$ cat src/hdl/five_tuple_firewall_classifier_top_assert.svh
// ----------------------------------------------------------------------------
// Firewall classifier assertion macros
// Concurrent check wrappers clocked on aclk, disabled while aresetn is low.
// ----------------------------------------------------------------------------
`ifndef FIVE_TUPLE_FIREWALL_CLASSIFIER_TOP_ASSERT_SVH
`define FIVE_TUPLE_FIREWALL_CLASSIFIER_TOP_ASSERT_SVH
`ifndef SYNTHESIS
`define FTFC_ASSERT(lbl, prop, msg) \
    lbl: assert property (@(posedge aclk) disable iff (!aresetn) prop) else $error(msg);
`define FTFC_ASSERT_NEVER(lbl, cond, msg) \
    lbl: assert property (@(posedge aclk) disable iff (!aresetn) !(cond)) else $error(msg);
`else
`define FTFC_ASSERT(lbl, prop, msg)
`define FTFC_ASSERT_NEVER(lbl, cond, msg)
`endif
`endif

$ cat src/hdl/ftfc_pkg.sv
// ----------------------------------------------------------------------------
// Firewall classifier package
// Table sizes, request and result codes, controller types.
// ----------------------------------------------------------------------------
package ftfc_pkg;

    localparam int TABLE_ENTRIES = 1024;
    localparam int IDX_W         = $clog2(TABLE_ENTRIES);
    localparam int CNT_W         = IDX_W + 1;
    localparam int RAM_DEPTH     = 2 * TABLE_ENTRIES;
    localparam int RAM_AW        = IDX_W + 1;
    localparam int KEY_W         = 104;
    localparam int ROW_W         = KEY_W + 8;
    localparam int HELD_W        = 11;

    localparam logic [15:0] ETH_IPV4     = 16'h0800;
    localparam logic [7:0]  PROTO_TCP    = 8'd6;
    localparam logic [7:0]  PROTO_UDP    = 8'd17;
    localparam logic [7:0]  ACTION_BLOCK = 8'd1;

    typedef enum logic [1:0] {
        REQ_ADD_PENDING = 2'd0,
        REQ_COMMIT      = 2'd1,
        REQ_ADD_ACTIVE  = 2'd2,
        REQ_CLASSIFY    = 2'd3
    } req_t;

    typedef enum logic [2:0] {
        RES_FORWARD   = 3'd0,
        RES_DROP      = 3'd1,
        RES_NOT_IPV4  = 3'd2,
        RES_STORED    = 3'd3,
        RES_REPLACED  = 3'd4,
        RES_FULL      = 3'd5,
        RES_COMMITTED = 3'd6
    } res_t;

    typedef enum logic [2:0] {
        S_IDLE,
        S_DECODE,
        S_READ,
        S_COMPARE,
        S_FINISH
    } state_t;

    typedef struct packed {
        logic load;
        logic clr_idx;
        logic inc_idx;
        logic set_found;
        logic finish;
    } cmd_t;

    typedef struct packed {
        logic direct;
        logic empty;
        logic match;
        logic last;
        logic out_busy;
    } sts_t;

endpackage

$ cat src/hdl/ftfc_ctrl.sv
// ----------------------------------------------------------------------------
// Firewall classifier controller
// Sequences load, table scan and result write-back for one transaction.
// ----------------------------------------------------------------------------
`include "five_tuple_firewall_classifier_top_assert.svh"
module ftfc_ctrl (
    input  logic          aclk,
    input  logic          aresetn,
    input  logic          s_tvalid,
    output logic          s_tready,
    input  ftfc_pkg::sts_t sts,
    output ftfc_pkg::cmd_t cmd
);
    import ftfc_pkg::*;

    state_t st_reg, st_next;

    // state register
    always_ff @(posedge aclk) begin
        if (!aresetn) begin
            st_reg <= S_IDLE;
        end else begin
            st_reg <= st_next;
        end
    end

    // next state
    always_comb begin
        st_next = st_reg;
        unique case (st_reg)
            S_IDLE: begin
                if (s_tvalid) st_next = S_DECODE;
            end
            S_DECODE: begin
                if (sts.direct || sts.empty) st_next = S_FINISH;
                else st_next = S_READ;
            end
            S_READ: st_next = S_COMPARE;
            S_COMPARE: begin
                if (sts.match || sts.last) st_next = S_FINISH;
                else st_next = S_READ;
            end
            S_FINISH: begin
                if (!sts.out_busy) st_next = S_IDLE;
            end
            default: st_next = S_IDLE;
        endcase
    end

    // outputs
    always_comb begin
        cmd      = '0;
        s_tready = 1'b0;
        unique case (st_reg)
            S_IDLE: begin
                s_tready    = 1'b1;
                cmd.load    = s_tvalid;
                cmd.clr_idx = s_tvalid;
            end
            S_COMPARE: begin
                cmd.set_found = sts.match;
                cmd.inc_idx   = !sts.match && !sts.last;
            end
            S_FINISH: begin
                cmd.finish = !sts.out_busy;
            end
            default: ;
        endcase
    end

    `FTFC_ASSERT(a_load_decodes, s_tvalid && s_tready |=> st_reg == S_DECODE, "load did not decode")
    `FTFC_ASSERT_NEVER(a_finish_busy, cmd.finish && sts.out_busy, "result overwrote pending output")
    `FTFC_ASSERT(a_cmp_after_read, st_reg == S_COMPARE |-> $past(st_reg) == S_READ, "compare without read")
    `FTFC_ASSERT_NEVER(a_found_and_step, cmd.set_found && cmd.inc_idx, "index moved past a hit")
endmodule

$ cat config.mk
export PLATFORM = sky130hd
export DESIGN_NAME = ftfc_ctrl
export DESIGN_NICKNAME = d
export VERILOG_FILES = /design/src/hdl/ftfc_pkg.sv /design/src/hdl/ftfc_ctrl.sv
export VERILOG_INCLUDE_DIRS = /design/src /design/src/hdl
export SDC_FILE = /design/constraint.sdc
export NUM_CORES = 1
export LEC_CHECK = 0
export BUFFER_PORTS_ARGS = -buffer_cell sky130_fd_sc_hd__buf_2
export CORE_AREA = 2 2 39 41
export DETAILED_ROUTE_END_ITERATION = 6
export DIE_AREA = 0 0 41 43
export SKIP_CTS_REPAIR_TIMING = 1
export SYNTH_ARGS = -nofsm -noshare
export SYNTH_HDL_FRONTEND = slang
export SYNTH_SLANG_ARGS = --single-unit
$ cat constraint.sdc
create_clock -name aclk -period 1.3 [get_ports aclk]
set_input_delay 0.26 -clock aclk [delete_from_list [all_inputs] [get_ports aclk]]
set_output_delay 0.26 -clock aclk [all_outputs]
set_load 0.1 [all_outputs]
==> impl_results.md <==
* Slew @ Worst Pin at 0.1877 ns
* Crit. End Element: output port
* Slew headroom at 87.48%
* Die ar. at 1763 um^2
* Ant diodes at 0
* Via count at 241
* Max-cap viol count at 0
* Hold Path Depth at 3
* Fmax at 700.3 MHz
* Worst-path maximum fanout at 3
* Final net count at 55
* Post-DP Area at 405.4 um^2
* Sw Ratio at 38.46%
* Initial Util at 14.65%
* Worst slack at placement at 0.06372 ns
* Layout cells sized above 1 at 73.91%
* #FFs+latches synth at 3
* Slew Viols, Final at 0
* Wire length of the first global-routing pass at 828 um
* Pleak at 0.0002038 uW
* DRT Pass-1 Iters at 2
* Final GP Congestion at 0.6283
* Vias/cell at 3.887
* Max reg flops at 3
* Seq pwr share at 21.8%
* Worst Reg-to-Reg Cells at 2
* # IOs at 14
* Required @ worst endpoint at 1.04 ns
* Hold Vio Cnt, Final at 0
* Setup ws final at -0.1280 ns
* Power per cell area at 1085 nW/um^2
* Yosys warns at 0
* H-tree depth at 1
* Clock buffers created by TritonCTS at 3
* Clock skew at 0.002334 ns
* Tmin final at 1.428 ns
* Register area share after synthesis at 29.63%
* Largest net degree at the start of global routing at 9
* Final Core Density at 32.82%
* Hold Crit Class: primary input to flop
* GRT Total Usage at 8.024%
* Post-Synthesis Cells at 26
* CP arrival at 1.17 ns
* Clock Tree Buf Depth at 2
* TritonCTS Sinks at 3
* Peak supply drop at 0.0004288 V
* Switching pwr at 189.5 uW
* Worst skew pair latency at 0.24 ns
* TritonCTS clock tree: yes
* Violated checks: negative setup slack
* Synth Cell Area at 202.7 um^2
* Remaining Overflow, GRT at 0
* Worst setup SP type: flop
* Syn avg cell area at 7.796 um^2
* Status: finished with violations
* Row count at 14
* DR WL/cell at 8.516 um
* Internal at 303.2 uW
* CTS Root Cell: clkbuf_4
* Die W at 41 um
* Clock Power Share at 35.2%
* # DRC at 0
* Tcrit/Tclk final at 109.8%
* PnR Total Power at 492.7 uW
* Die H at 43 um
* Synth area leader: dfxtp_1
* Final wirelength at 528 um
* Yosys cell types at 14
* Initial DRC Count at 5
* Vias in the first global route at 208
* Syn nets at 34
* Comb pwr share at 43.0%
* I/O Buffers at 13
* Post-route cell area at 454.2 um^2
* Syn-to-layout area delta at 124.1%
* Largest cells by area after synthesis: dfxtp_1, nor2_1, and3_2
* CORE AREA at 1384 um^2
* Synth top area share at 29.63%
* Setup CP Type: flop to output port
* Worst-path clk slew at 0.04 ns
* Setup violators final at 6
* RSZ-0062 raised after global routing: true
* Initial antenna violation count at 0
* DRT antenna net count at 0
metrics by stage:
step	instances	hold slack [ns]	setup TNS, ns
after floorplan	26	0.4173	-1.875
after global placement	57	0.5552	0
after detailed placement	57	0.5580	0
after CTS	61	0.3003	-1.108
after global routing	62	0.3148	-1.072
final	62	0.3017	-0.6751
cell usage in the layout (no fill, tap or decap):
cell type  Yosys  routed
nand2_1        4       3
nor2b_2        0       1
nand2b_1       1       1
nor2_4         0       1
and2_4         0       1
dfxtp_2        0       3
o22ai_2        1       1
clkbuf_1       0       1
and3_2         2       2
buf_2          0       7
nand2_2        0       1
nor3_1         2       2
a21oi_1        1       1
nor2_2         0       1
clkbuf_4       0       3
mux2_4         1       1
nor2_1         6       4
nor3_4         0       1
buf_6          1       1
buf_4          1       4
buf_12         0       6
power groups by stage:
stage | sequential (uW) | clock (uW) | combinational (uW)
final | 107 | 173 | 212
after global routing | 108 | 194 | 223
after CTS | 105 | 181 | 207
after detailed placement | 106 | 0 | 207
after global placement | 106 | 0 | 206
after floorplan | 105 | 0 | 139
kinds of logic after synthesis:
family,after synthesis,share of synthesized area (%)
multiplexers,1,7.405
flip-flops,3,29.63
AND/OR/NAND/NOR,18,45.06
AO/OA/AOI/OAI,2,8.639
buffers and inverters,2,9.260
synth_stat cells (all sizes together):
master,instances
a21oi,1
and2,1
and3,2
buf,2
dfxtp,3
mux2,1
nand2,4
nand2b,1
nor2,6
nor2b,1
nor3,3
o22ai,1
path summary, 6_finish.rpt:
path | from | end | slack (ns)
worst max-delay path | st_reg[0] | cmd[0] | -0.13
worst min-delay path | s_tvalid | st_reg[0] | 0.30
worst max register to register | st_reg[1] | st_reg[2] | 0.33
worst min register to register | st_reg[0] | st_reg[0] | 0.53
critical path: stages, from the launching register on:
cell	delay [ns]
dfxtp_2	0.32
buf_4	0.14
nor2_2	0.11
nand2_2	0.08
nor2_4	0.10
buf_12	0.18
metal layers:
| layer | routed length, um | global-route usage (%) | part of all wire (%) | vias to the layer above |
|---|---|---|---|---|
| met5 | 0 | 0 | 0 | - |
| met4 | 18 | 8.000 | 3.4 | 0 |
| met3 | 72 | 7.853 | 14 | 2 |
| met2 | 238 | 8.438 | 45 | 14 |
| li1 | - | - | - | 127 |
| met1 | 198 | 8.333 | 38 | 98 |
area by class of cell:
cell class | instances | area, um^2
Sequential cell | 3 | 63.81
Clock buffer | 4 | 26.28
Timing Repair Buffer | 18 | 196.4
Tap cell | 16 | 20.02
Multi-Input combinational cell | 21 | 147.6
Fill cell | 152 | 929.6
(Power assumes the default switching activity.)
